===== src/rtl/kmsd_pkg.sv =====
`timescale 1ns / 1ps
`default_nettype none
// ----------------------------------------------------------------------------
// kmsd_pkg: shared definitions for the key matrix shift debouncer
// Field widths, parameter defaults, configuration register indexes and the
// sample window mask function.
// ----------------------------------------------------------------------------
package kmsd_pkg;

    localparam int ROWS_DEFAULT = 8;
    localparam int COLS_DEFAULT = 16;

    localparam int HIST_W    = 8;   // samples of history kept per key
    localparam int ROW_IDX_W = 3;   // width of the row index field
    localparam int ROW_W     = 16;  // width of the raw and debounced row fields
    localparam int CFG_W     = 4;   // width of a configuration register
    localparam int CFG_IDX_W = 1;   // width of the register index

    localparam logic [CFG_IDX_W-1:0] CFG_DOWN_COUNT = 1'b0;
    localparam logic [CFG_IDX_W-1:0] CFG_UP_COUNT   = 1'b1;

    // Mask of the newest n samples; a count of zero acts as one and a count
    // above eight acts as eight.
    function automatic logic [HIST_W-1:0] window_mask(input logic [CFG_W-1:0] n);
        logic [CFG_W-1:0] n_clamped;
        n_clamped = n;
        if (n_clamped == '0) begin
            n_clamped = CFG_W'(1);
        end
        if (n_clamped > CFG_W'(HIST_W)) begin
            n_clamped = CFG_W'(HIST_W);
        end
        return HIST_W'({HIST_W{1'b1}} >> (CFG_W'(HIST_W) - n_clamped));
    endfunction

endpackage : kmsd_pkg
`default_nettype wire


===== src/rtl/kmsd_row_mem.sv =====
`timescale 1ns / 1ps
`default_nettype none
// ----------------------------------------------------------------------------
// kmsd_row_mem: per-row state store
// One entry per matrix row with a registered read port, a write port that is
// forwarded to a read of the same row in the same cycle, and a valid bit per
// row so that a row never written since reset reads as zero.
// ----------------------------------------------------------------------------
module kmsd_row_mem
    import kmsd_pkg::*;
#(
    parameter int ROWS  = ROWS_DEFAULT,
    parameter int WIDTH = COLS_DEFAULT * (HIST_W + 1),
    localparam int AW   = (ROWS > 1) ? $clog2(ROWS) : 1
)
(
    input  wire logic             clk,
    input  wire logic             rst_n,
    input  wire logic             rd_en,
    input  wire logic [AW-1:0]    rd_addr,
    output logic      [WIDTH-1:0] rd_data,
    input  wire logic             wr_en,
    input  wire logic [AW-1:0]    wr_addr,
    input  wire logic [WIDTH-1:0] wr_data
);

    logic [WIDTH-1:0] mem [ROWS];
    logic [ROWS-1:0]  row_valid_reg;
    logic [WIDTH-1:0] mem_rd_reg;
    logic             fwd_reg;
    logic             valid_rd_reg;
    logic [WIDTH-1:0] fwd_data_reg;

    always_ff @(posedge clk)
    begin
        if (wr_en) begin
            mem[wr_addr] <= wr_data;
        end
    end

    always_ff @(posedge clk or negedge rst_n)
    begin
        if (!rst_n) begin
            row_valid_reg <= '0;
        end else if (wr_en) begin
            row_valid_reg[wr_addr] <= 1'b1;
        end
    end

    // The read data is held while no new read is requested, so a stalled
    // consumer keeps seeing the row it asked for.
    always_ff @(posedge clk)
    begin
        if (rd_en) begin
            mem_rd_reg <= mem[rd_addr];
        end
    end

    // The valid check and the write forwarding sit beside the raw array read.
    always_ff @(posedge clk)
    begin
        if (rd_en) begin
            fwd_reg      <= wr_en && (wr_addr == rd_addr);
            fwd_data_reg <= wr_data;
            valid_rd_reg <= row_valid_reg[rd_addr];
        end
    end

    always_comb
    begin
        if (fwd_reg) begin
            rd_data = fwd_data_reg;
        end else if (valid_rd_reg) begin
            rd_data = mem_rd_reg;
        end else begin
            rd_data = '0;
        end
    end

endmodule : kmsd_row_mem
`default_nettype wire


===== src/rtl/kmsd_row_update.sv =====
`timescale 1ns / 1ps
`default_nettype none
// ----------------------------------------------------------------------------
// kmsd_row_update: debounce update of one row
// Shifts each key's new raw sample into its history and sets, clears or
// holds the key's debounced bit from the newest samples.
// ----------------------------------------------------------------------------
module kmsd_row_update
    import kmsd_pkg::*;
#(
    parameter int COLS = COLS_DEFAULT
)
(
    input  wire logic [COLS*HIST_W-1:0] hist_in,
    input  wire logic [COLS-1:0]        deb_in,
    input  wire logic [ROW_W-1:0]       raw_row,
    input  wire logic [HIST_W-1:0]      down_mask,
    input  wire logic [HIST_W-1:0]      up_mask,
    output logic      [COLS*HIST_W-1:0] hist_out,
    output logic      [COLS-1:0]        deb_out
);

    localparam int RAW_WIDE_W = (COLS > ROW_W) ? COLS : ROW_W;

    logic [RAW_WIDE_W-1:0] raw_wide;

    // Columns at sixteen and above have no raw input and always sample zero.
    assign raw_wide = RAW_WIDE_W'(raw_row);

    always_comb
    begin
        logic [HIST_W-1:0] h;
        hist_out = '0;
        deb_out  = '0;
        for (int c = 0; c < COLS; c++) begin
            h = {hist_in[c*HIST_W +: HIST_W-1], raw_wide[c]};
            hist_out[c*HIST_W +: HIST_W] = h;
            if ((h & down_mask) == down_mask) begin
                deb_out[c] = 1'b1;
            end else if ((~h & up_mask) == up_mask) begin
                deb_out[c] = 1'b0;
            end else begin
                deb_out[c] = deb_in[c];
            end
        end
    end

endmodule : kmsd_row_update
`default_nettype wire


===== src/rtl/key_matrix_shift_debouncer_core.sv =====
`timescale 1ns / 1ps
`default_nettype none
// ----------------------------------------------------------------------------
// key_matrix_shift_debouncer_core: shift-register history key debouncer
// Takes one scanned row of raw key bits per transaction, keeps an 8-sample
// history per key and returns the updated debounced row.
// ----------------------------------------------------------------------------
// Usage:
//   Input channel: in_valid / in_stall carry row_index and raw_row. A
//   transaction completes on a rising edge with in_valid high and in_stall
//   low. Output channel: out_valid / out_stall carry out_row_index and
//   debounced_row, one result transaction per input transaction, in order.
//   The accepting edge loads the sample stage and reads the row state from
//   the row store; the edge at which the sample stage advances runs the
//   per-key update, writes the row back and loads the output register.
//   Throughput is one row per cycle while the receiver does not stall, also
//   when the same row arrives on consecutive cycles: a write-back is
//   forwarded to a read of the same row.
//   When the receiver stalls, the output register holds its result and the
//   sample stage holds its row; in_stall rises only when both are full.
//   Reset clears both pipeline stages and the per-row valid bits, so every
//   history and debounced row reads as zero with no clearing pass. The window
//   registers reset to five samples each.
//   The user must write configuration (cfg_wr_en, cfg_index, cfg_data) only
//   while no transaction is in flight; the block does not enforce it. A row
//   index at or above ROWS leaves the state untouched, returns an all-zero debounced row.
// ----------------------------------------------------------------------------
module key_matrix_shift_debouncer_core
    import kmsd_pkg::*;
#(
    parameter int ROWS = ROWS_DEFAULT,
    parameter int COLS = COLS_DEFAULT
)
(
    input  wire logic                 clk,
    input  wire logic                 rst_n,
    // Configuration write port
    input  wire logic                 cfg_wr_en,
    input  wire logic [CFG_IDX_W-1:0] cfg_index,
    input  wire logic [CFG_W-1:0]     cfg_data,
    // Input channel
    input  wire logic                 in_valid,
    output logic                      in_stall,
    input  wire logic [ROW_IDX_W-1:0] row_index,
    input  wire logic [ROW_W-1:0]     raw_row,
    // Output channel
    output logic                      out_valid,
    input  wire logic                 out_stall,
    output logic      [ROW_IDX_W-1:0] out_row_index,
    output logic      [ROW_W-1:0]     debounced_row
);

    localparam int AW         = (ROWS > 1) ? $clog2(ROWS) : 1;
    localparam int IDX_WIDE_W = (AW > ROW_IDX_W) ? AW : ROW_IDX_W;
    localparam int HIST_ROW_W = COLS * HIST_W;
    localparam int ENTRY_W    = HIST_ROW_W + COLS;
    localparam int DEB_WIDE_W = (COLS > ROW_W) ? COLS : ROW_W;

    // ------------------------------------------------------------------
    // Window mask registers. The masks are stored already decoded so the
    // update path only compares.
    // ------------------------------------------------------------------
    logic [HIST_W-1:0] down_mask_reg;
    logic [HIST_W-1:0] up_mask_reg;

    always_ff @(posedge clk or negedge rst_n)
    begin
        if (!rst_n) begin
            down_mask_reg <= window_mask(CFG_W'(5));
            up_mask_reg   <= window_mask(CFG_W'(5));
        end else if (cfg_wr_en) begin
            unique case (cfg_index)
                CFG_DOWN_COUNT: down_mask_reg <= window_mask(cfg_data);
                CFG_UP_COUNT:   up_mask_reg   <= window_mask(cfg_data);
                default:        ;
            endcase
        end
    end

    // ------------------------------------------------------------------
    // Handshake. The sample stage moves on whenever the output register is
    // empty or being drained; the input stalls only when the sample stage
    // is full and cannot move.
    // ------------------------------------------------------------------
    logic s1_valid_reg;
    logic s1_valid_next;
    logic out_valid_reg;
    logic out_valid_next;
    logic out_free;
    logic s1_advance;
    logic in_accept;

    assign out_free   = !out_valid_reg || !out_stall;
    assign s1_advance = s1_valid_reg && out_free;
    assign in_stall   = s1_valid_reg && !out_free;
    assign in_accept  = in_valid && !in_stall;

    always_comb
    begin
        if (in_accept) begin
            s1_valid_next = 1'b1;
        end else if (s1_advance) begin
            s1_valid_next = 1'b0;
        end else begin
            s1_valid_next = s1_valid_reg;
        end

        if (s1_advance) begin
            out_valid_next = 1'b1;
        end else if (!out_stall) begin
            out_valid_next = 1'b0;
        end else begin
            out_valid_next = out_valid_reg;
        end
    end

    always_ff @(posedge clk or negedge rst_n)
    begin
        if (!rst_n) begin
            s1_valid_reg  <= 1'b0;
            out_valid_reg <= 1'b0;
        end else begin
            s1_valid_reg  <= s1_valid_next;
            out_valid_reg <= out_valid_next;
        end
    end

    // ------------------------------------------------------------------
    // Sample stage: the accepted row index and raw bits, aligned with the
    // registered read of that row's state.
    // ------------------------------------------------------------------
    logic [IDX_WIDE_W-1:0] row_index_wide;
    logic [AW-1:0]         in_addr;
    logic                  in_range;

    assign row_index_wide = IDX_WIDE_W'(row_index);
    assign in_addr        = row_index_wide[AW-1:0];
    assign in_range       = (int'(row_index) < ROWS);

    logic [ROW_IDX_W-1:0] s1_row_reg;
    logic [AW-1:0]        s1_addr_reg;
    logic                 s1_in_range_reg;
    logic [ROW_W-1:0]     s1_raw_reg;

    always_ff @(posedge clk)
    begin
        if (in_accept) begin
            s1_row_reg      <= row_index;
            s1_addr_reg     <= in_addr;
            s1_in_range_reg <= in_range;
            s1_raw_reg      <= raw_row;
        end
    end

    // ------------------------------------------------------------------
    // Row store: each entry holds the histories of all keys of a row and
    // the row's debounced bits.
    // ------------------------------------------------------------------
    logic [ENTRY_W-1:0] entry_rd;
    logic [ENTRY_W-1:0] entry_wr;
    logic               entry_wr_en;

    assign entry_wr_en = s1_advance && s1_in_range_reg;

    kmsd_row_mem #(
        .ROWS  (ROWS),
        .WIDTH (ENTRY_W)
    ) u_row_mem (
        .clk     (clk),
        .rst_n   (rst_n),
        .rd_en   (in_accept),
        .rd_addr (in_addr),
        .rd_data (entry_rd),
        .wr_en   (entry_wr_en),
        .wr_addr (s1_addr_reg),
        .wr_data (entry_wr)
    );

    // ------------------------------------------------------------------
    // Per-key update of the row in the sample stage.
    // ------------------------------------------------------------------
    logic [HIST_ROW_W-1:0] hist_new;
    logic [COLS-1:0]       deb_new;

    kmsd_row_update #(
        .COLS (COLS)
    ) u_row_update (
        .hist_in   (entry_rd[HIST_ROW_W-1:0]),
        .deb_in    (entry_rd[ENTRY_W-1:HIST_ROW_W]),
        .raw_row   (s1_raw_reg),
        .down_mask (down_mask_reg),
        .up_mask   (up_mask_reg),
        .hist_out  (hist_new),
        .deb_out   (deb_new)
    );

    assign entry_wr = {deb_new, hist_new};

    // Columns beyond COLS read as zero; columns at sixteen and above are
    // kept in the store but do not fit the result field.
    logic [DEB_WIDE_W-1:0] deb_wide;

    assign deb_wide = DEB_WIDE_W'(deb_new);

    // ------------------------------------------------------------------
    // Output register.
    // ------------------------------------------------------------------
    logic [ROW_IDX_W-1:0] out_row_index_reg;
    logic [ROW_W-1:0]     debounced_row_reg;

    always_ff @(posedge clk)
    begin
        if (s1_advance) begin
            out_row_index_reg <= s1_row_reg;
            debounced_row_reg <= s1_in_range_reg ? deb_wide[ROW_W-1:0] : '0;
        end
    end

    assign out_valid     = out_valid_reg;
    assign out_row_index = out_row_index_reg;
    assign debounced_row = debounced_row_reg;

endmodule : key_matrix_shift_debouncer_core
`default_nettype wire


===== config.mk =====
export PLATFORM = sky130hd
export DESIGN_NAME = key_matrix_shift_debouncer_core
export DESIGN_NICKNAME = d
export VERILOG_FILES = /design/src/rtl/kmsd_pkg.sv /design/src/rtl/kmsd_row_mem.sv /design/src/rtl/kmsd_row_update.sv /design/src/rtl/key_matrix_shift_debouncer_core.sv
export SDC_FILE = /design/constraint.sdc
export NUM_CORES = 1
export LEC_CHECK = 0
export BUFFER_PORTS_ARGS = -buffer_cell sky130_fd_sc_hd__buf_2
export CAP_MARGIN = 20
export CELL_PAD_IN_SITES_DETAIL_PLACEMENT = 1
export CELL_PAD_IN_SITES_GLOBAL_PLACEMENT = 2
export CORE_MARGIN = 2
export CORE_UTILIZATION = 40
export DETAILED_ROUTE_END_ITERATION = 8
export PLACE_DENSITY = 0.63
export SETUP_SLACK_MARGIN = 0.05
export SLEW_MARGIN = 20
export SYNTH_ARGS = -nofsm -noshare
export SYNTH_HDL_FRONTEND = slang
export SYNTH_SLANG_ARGS = --single-unit

===== constraint.sdc =====
create_clock -name clk -period 17.37 [get_ports clk]
set_clock_uncertainty 0.15 [all_clocks]
set_input_delay 0.8685 -clock clk [delete_from_list [all_inputs] [get_ports clk]]
set_output_delay 0.8685 -clock clk [all_outputs]
set_load 0.05 [all_outputs]

==> flow_summary.yaml, run 1 <==
global_routing:
  grt_pass1_wl_um: 193000
  use_met3: 0.0323
  antenna_found_initial: 6
  grt_max_degree: 122
  grt_pass1_vias: 27400
  grt_use_total: 0.200
  met1_usage: 0.278
  grt_overflow: 0
  globalRoute.busiestLayer: "met2"
  grt_use_met2: 0.325
worst_setup_path:
  start_kind: "flip-flop"
  cp_cell_sequence: "buf_4 -> buf_4 -> nor2b_4 -> buf_4 -> buf_4 -> a22o_1 -> a2bb2oi_1 -> a31o_2"
  cp_data_arrival_time_ns: 4.30
  worst_ep_required_time_ns: 17.77
  critical_path_class: "flip-flop to flip-flop"
  crit_fanout: 61
  cp_top_family: "buffers and inverters"
  path_common_cell: "buf_4"
  slowest_stage: "buf_4"
  slowest_delay_ns: 0.77
  critPathBufInv: 4
  end_kind: "flip-flop"
sta:
  final.setup.tns_ns: 0
  tightest_slew_ns: 1.10
  relSlewSlack: 0.268
  slew_violations: 0
  post-route-period-util: 0.225
  hold_viol_final: 0
  max_freq_ghz: 0.256
  period_needed_ns: 3.91
  rsz0062_at_grt: "no"
  setup_viol: 0
  holdWs_ns: 0.0486
yosys:
  syn-instance-count: 2377
  syn_nets: 2408
  synth_ff_type: "edfxtp_1"
  yosysSeqAreaShare: 0.771
  yosysWarnings: 0
  synth.distinct_cells: 49
  synth_edf_count: 1320
  syn_area_mm2: 0.0523
  syn_avg_cell_area_um2: 22.0
  ys_seq_elements: 1346
  async_flop_share: 0.0193
power_and_ir_drop:
  internal_power_mw: 5.76
  p_leak_nw: 18.8
  power_density_mw_per_mm2: 127
  p_switching_mw: 1.73
  switching_share: 0.231
  clkPwrFrac: 0.400
  combPwrFrac: 0.083
  ir_drop_v: 0.0000974
  p_seq_frac: 0.517
place:
  place.port_buffers: 49
  place_area_mm2: 0.0544
  dp_hpwl_um: 67600
  placed_cells: 4067
  gp_congestion: 0.732
final_layout:
  area_delta_synth_final_pct: 12.8
  final_area_mm2: 0.0589
  largest_reg_flops: 1024
  layout.cells.non_filler: 4323
  final_nets: 2503
  drive_gt1_frac: 0.294
detailed_routing:
  drtAntennaViolNets: 0
  drt-wirelength-per-cell_um: 30.3
  via_count: 25400
  drc: 0
  routed_wl_um: 131000
  firstDrtPassIters: 9
  drt_iter0_markers: 2615
  post_drt_via_cell_ratio: 5.86
run:
  maxCapViolCount: 0
cts:
  cts_setup_buffers: 0
  cts_sinks: 1346
  htree_num_levels: 4
  path_clk_slew_ns: 0.06
  cts_hold_buf: 0
  root_buffer: "clkbuf_16"
  cts_buffers: 145
  cts_resized: 0
  cts_tree: "yes"
  clock_latency_ns: 0.75
  cts_buffer_depth: 3
floorplanning:
  io_pins: 50
  chipHeight_um: 365
  start_util: 0.403
  fp-row-count: 132
  die_area_mm2: 0.134
  die_w_um: 365
  coreArea_mm2: 0.130
worst_hold_path:
  hold_path.class: "primary input to async pin"
status:
  status: "finished, final reports clean"
-- kinds of logic (layout without fill, tap and decap cells) --
kind of cell,Yosys count,after routing,share of synthesized area
flip-flops,1346,1346,0.771
AO/OA/AOI/OAI,394,394,0.0639
multiplexers,389,389,0.140
buffers and inverters,172,373,0.0173
AND/OR/NAND/NOR,70,70,0.00675
XOR/XNOR,4,4,0.000671
adder cells (fa/ha/maj),2,2,0.000479
other,0,3,0
-- power groups by stage --
| stage | clock network (mW) | logic [mW] | registers, mW |
|---|---|---|---|
| 5_1_grt | 3.18 | 0.668 | 3.88 |
| 2_1_floorplan | 0 | 0.390 | 3.93 |
| 3_5_place_dp | 0 | 0.629 | 3.94 |
| 3_3_place_gp | 0 | 0.612 | 3.93 |
| 4_1_cts | 3.07 | 0.631 | 3.87 |
| 6_report | 2.99 | 0.622 | 3.87 |
-- metrics by stage --
| stage | total power, mW | setup slack [ns] | utilization |
|---|---|---|---|
| floorplan | 4.32 | 4.71 | - |
| global placement | 4.54 | 12.84 | 0.419 |
| detailed placement | 4.56 | 12.81 | 0.419 |
| CTS | 7.57 | 13.47 | 0.455 |
| global route | 7.72 | 13.28 | 0.455 |
| finish | 7.49 | 13.46 | 0.455 |
-- layout make-up --
cell class | instances | area, µm²
fillers | 11700 | 70700
inverters | 20 | 75.1
diodes | 3 | 7.51
well taps | 1742 | 2180
flip-flops and latches | 1346 | 40300
repair buffers | 100 | 704
clock inverters | 64 | 563
multi-input cells | 859 | 11100
clock buffers | 189 | 4000
-- cells in the final DEF, fill, tap and decap left out, drive strengths merged, types with 14 or more instances in the layout --
| cell | netlist | routed |
|---|---|---|
| edfxtp | 1320 | 1320 |
| mux4 | 258 | 258 |
| clkbuf | 70 | 189 |
| mux2 | 131 | 131 |
| buf | 81 | 100 |
| a22oi | 99 | 99 |
| a22o | 95 | 95 |
| clkinv | 2 | 51 |
| a221o | 41 | 41 |
| a31o | 41 | 41 |
| nand2 | 22 | 22 |
| inv | 18 | 22 |
| a222oi | 17 | 17 |
| a31oi | 17 | 17 |
| nand2b | 16 | 16 |
| dfrtp | 16 | 16 |
| o22a | 15 | 15 |
| a2bb2oi | 15 | 15 |
| o2111a | 15 | 15 |
| a32oi | 14 | 14 |
-- per-layer routing --
layer / vias up / wire [µm]
met5: - / 0
met1: 13800 / 56500
met2: 831 / 63800
met3: 224 / 7500
li1: 10500 / -
met4: 0 / 3260
-- worst register-to-register path, stage by stage (launching register included) --
cell	delay [ns]
edfxtp_1	0.36
buf_4	0.25
buf_4	0.35
nor2b_4	0.17
buf_4	0.50
buf_4	0.82
a22o_1	0.54
a2bb2oi_1	0.21
a31o_2	0.35
-- cell usage after synthesis, drive strengths merged, types with 3 or more instances --
master	instances	area [µm²]
edfxtp	1320	39600
mux4	258	5820
mux2	131	1480
a22oi	99	743
a22o	95	832
buf	81	557
clkbuf	70	263
a221o	41	410
a31o	41	359
nand2	22	82.6
inv	18	67.6
a222oi	17	170
a31oi	17	106
dfrtp	16	400
nand2b	16	100
a2bb2oi	15	131
o2111a	15	169
o22a	15	131
a32oi	14	123
nor2	11	41.3
o21ai	11	55.1
dfstp	10	263
or2	8	50.1
nand3	3	15.0
nor2b	3	21.3
nor3	3	15.0
xnor2	3	26.3
-- final timing paths --
kind / to / slack [ns] / start / cells after the start
max in group asynchronous: u_row_mem.row_valid_reg[4]$_DFFE_PN0P_ / 16.45 / rst_n / 1
max reg2reg: debounced_row[10]$_DFFE_PP_ / 13.46 / u_row_mem.fwd_reg$_DFFE_PP_ / 8
min in group clk: s1_raw_reg[15]$_DFFE_PP_ / 0.14 / raw_row[15] / 1
min: out_valid$_DFFE_PN0P_ / 0.05 / rst_n / 1
min reg2reg: u_row_mem.row_valid_reg[2]$_DFFE_PN0P_ / 0.31 / u_row_mem.row_valid_reg[2]$_DFFE_PN0P_ / 1
max: debounced_row[10]$_DFFE_PP_ / 13.46 / u_row_mem.fwd_reg$_DFFE_PP_ / 8
Note: power is estimated with default switching activity, not from simulation.
==> run 2: changes to the inputs <==
Settings changed: ABC_AREA set to 1, PLACE_DENSITY 0.63 to 0.73.
Clock period 17.37 ns to 3.22 ns, I/O delays scaled along.
==> run 2 against run 1 <==
Register-to-register slack got worse by 13 ns. Combinational power increased to 6.0 times the previous value. Sequential cell count unchanged. Synthesized area increased by 1.5%. Sequential power increased to 5.5 times the previous value. Largest cell class unchanged. Clock-buffer cell count decreased by 4. Synthesized cell count increased by 79%. Non-clock buffer count increased by 113.
==> flow_summary.yaml, run 2 <==
status:
  status: "finished, final reports clean"
floorplanning:
  chipHeight_um: 368
  start_util: 0.403
  io_pins: 50
  fp-row-count: 133
  die_w_um: 368
  coreArea_mm2: 0.131
  die_area_mm2: 0.136
yosys:
  async_flop_share: 0.0193
  syn_area_mm2: 0.0530
  yosysSeqAreaShare: 0.760
  synth_ff_type: "edfxtp_1"
  synth_area_leaders: "edfxtp_1 75%, nand2_1 6.8%, o21ai_0 5.1%"
  synth_edf_count: 1320
  ys_seq_elements: 1346
  syn_nets: 4275
  synthTopCellsByCount: "1,320 x edfxtp_1, 959 x nand2_1, 590 x nor2_1, 544 x o21ai_0, 272 x o22ai_1"
  synth.distinct_cells: 27
  yosysWarnings: 0
  synth_top_area_share: 0.747
  syn_avg_cell_area_um2: 12.5
  synth_most_common_cell: "edfxtp_1"
  syn-instance-count: 4244
  synth_top_area_cell: "edfxtp_1"
global_routing:
  grt_pass1_vias: 35700
  antenna_found_initial: 2
  grt_max_degree: 171
  grt_pass1_wl_um: 233000
  grt_overflow: 0
  grt_use_total: 0.231
worst_setup_path:
  r2r_slack_ns: 0.61
  end_kind: "flip-flop"
  critPathLaunch: "cfg_data[2]"
  cp_top_family: "buffers and inverters"
  timing.rr.start: "u_row_mem.fwd_reg$_DFFE_PP_"
  start_kind: "primary input"
  reg2regPathDepth: 11
  cp_cell_sequence: "dlygate4sd3_1 -> buf_2 -> nor2_1 -> dlygate4sd3_1 -> inv_1 -> o21bai_1 -> nand2_1 -> inv_1 -> ha_1 -> dlygate4sd3_1 -> or2_2 -> nand2_1 -> o21ai_0"
  worst_ep_required_time_ns: 3.72
  critPathBufInv: 6
  critical_path_class: "primary input to flip-flop"
  r2r-end: "u_row_mem.mem[5][142]$_DFFE_PP_"
  cp_data_arrival_time_ns: 3.19
  slowest_stage: "dlygate4sd3_1"
  slowest_delay_ns: 0.58
  crit_fanout: 3
  path_common_cell: "dlygate4sd3_1"
detailed_routing:
  routed_wl_um: 156000
  post_drt_via_cell_ratio: 5.55
  top_layer_used: "met4"
  wl_met2_um: 72900
  drt_iter0_markers: 3054
  drt-wirelength-per-cell_um: 25.2
  drtAntennaViolNets: 0
  drc: 0
  wl_met1_um: 71600
  met3_length_um: 9060
  via_count: 34500
  firstDrtPassIters: 6
cts:
  root_buffer: "clkbuf_16"
  clock_latency_ns: 0.78
  htree_num_levels: 4
  path_clk_slew_ns: 0.06
  cts_setup_buffers: 0
  cts_buffer_depth: 3
  cts_sinks: 1346
  cts_buffers: 146
  cts_tree: "yes"
sta:
  final.setup.tns_ns: 0
  setup_viol: 0
  rsz0062_at_grt: "no"
  hold_viol_final: 0
  slew_violations: 0
  relSlewSlack: 0.217
  max_freq_ghz: 0.372
  period_needed_ns: 2.69
  tightest_slew_ns: 1.17
  post-route-period-util: 0.835
  fin_ws_ns: 0.531
  holdWs_ns: 0.0367
final_layout:
  drive_gt1_frac: 0.0926
  area_delta_synth_final_pct: 15.4
  largest_reg_flops: 1024
  final_area_mm2: 0.0612
  diodes: 0
  utilization: 0.466
  final_nets: 4365
  multiInputGateArea_mm2: 0.0116
  fillerInstances: 13400
  layout.cells.non_filler: 6206
  seq_area_mm2: 0.0403
  final_common_cell: "edfxtp_1"
  layout_common_cells: "1,320 x edfxtp_1, 955 x nand2_1, 581 x nor2_1, 544 x o21ai_0, 272 x o22ai_1"
place:
  pre_cts_slack_ns: 0.636
  gp_congestion: 0.755
  placed_cells: 5887
  place.port_buffers: 49
  dp_hpwl_um: 81500
  place_area_mm2: 0.0560
power_and_ir_drop:
  p_leak_nw: 21.6
  ir_drop_v: 0.000534
  power_density_mw_per_mm2: 675
  finalPower_mw: 41.3
worst_hold_path:
  hold_end: "u_row_mem.mem_rd_reg[8]$_DFFE_PP_"
  hold_start: "row_index[1]"
  holdPathStages: 5
  hold_path.class: "primary input to flip-flop"
run:
  maxCapViolCount: 0
run 2: per-layer routing:
| layer | global-route usage | up-vias |
|---|---|---|
| met5 | 0 | - |
| met4 | 0.0560 | 0 |
| met3 | 0.0339 | 178 |
| met2 | 0.369 | 940 |
| met1 | 0.333 | 17900 |
| li1 | - | 15500 |
run 2: how the worst max path moves through the flow:
stage | endpoint | slack (ns) | cells past startpoint
final | down_mask_reg[2]$_DFFE_PN1P_ | 0.53 | 13
after global routing | u_row_mem.mem[4][142]$_DFFE_PP_ | 0.43 | 11
after CTS | down_mask_reg[2]$_DFFE_PN1P_ | 0.61 | 13
after detailed placement | u_row_mem.mem[6][141]$_DFFE_PP_ | 0.64 | 10
after global placement | u_row_mem.mem[2][142]$_DFFE_PP_ | 0.69 | 11
after floorplan | s1_addr_reg[0]$_DFFE_PP_ | -2.56 | 5
run 2: area by class of cell:
type | count | share of cell area
tap | 1755 | 0.0359
sequential | 1346 | 0.659
timing repair buffer | 213 | 0.0377
inverter | 26 | 0.00206
clock buffer | 185 | 0.0642
multi-input combinational | 2601 | 0.189
clock inverter | 80 | 0.0125
run 2: report_power, final:
group | internal [mW] | switching [mW]
sequential | 20.6 | 0.517
clock | 9.61 | 6.87
combinational | 0.937 | 2.82
run 2: timing repair:
item                      4_1_cts  5_1_grt
hold endpoints to repair      105        0
hold buffers                   54        0
resized for setup               0        0
run 2: cell families after synthesis:
family                   Yosys count  share of synthesized area
XOR/XNOR                           3                   0.000495
adder cells (fa/ha/maj)            2                   0.000472
buffers and inverters            297                     0.0239
AND/OR/NAND/NOR                 1768                      0.131
flip-flops                      1346                      0.760
AO/OA/AOI/OAI                    828                     0.0847
run 2: tightest hold or removal path: cells and delay by family:
kind	cells	cell delay [ns]
simple gates	2	0.10
buf+inv	1	0.25
compound gates	2	0.25
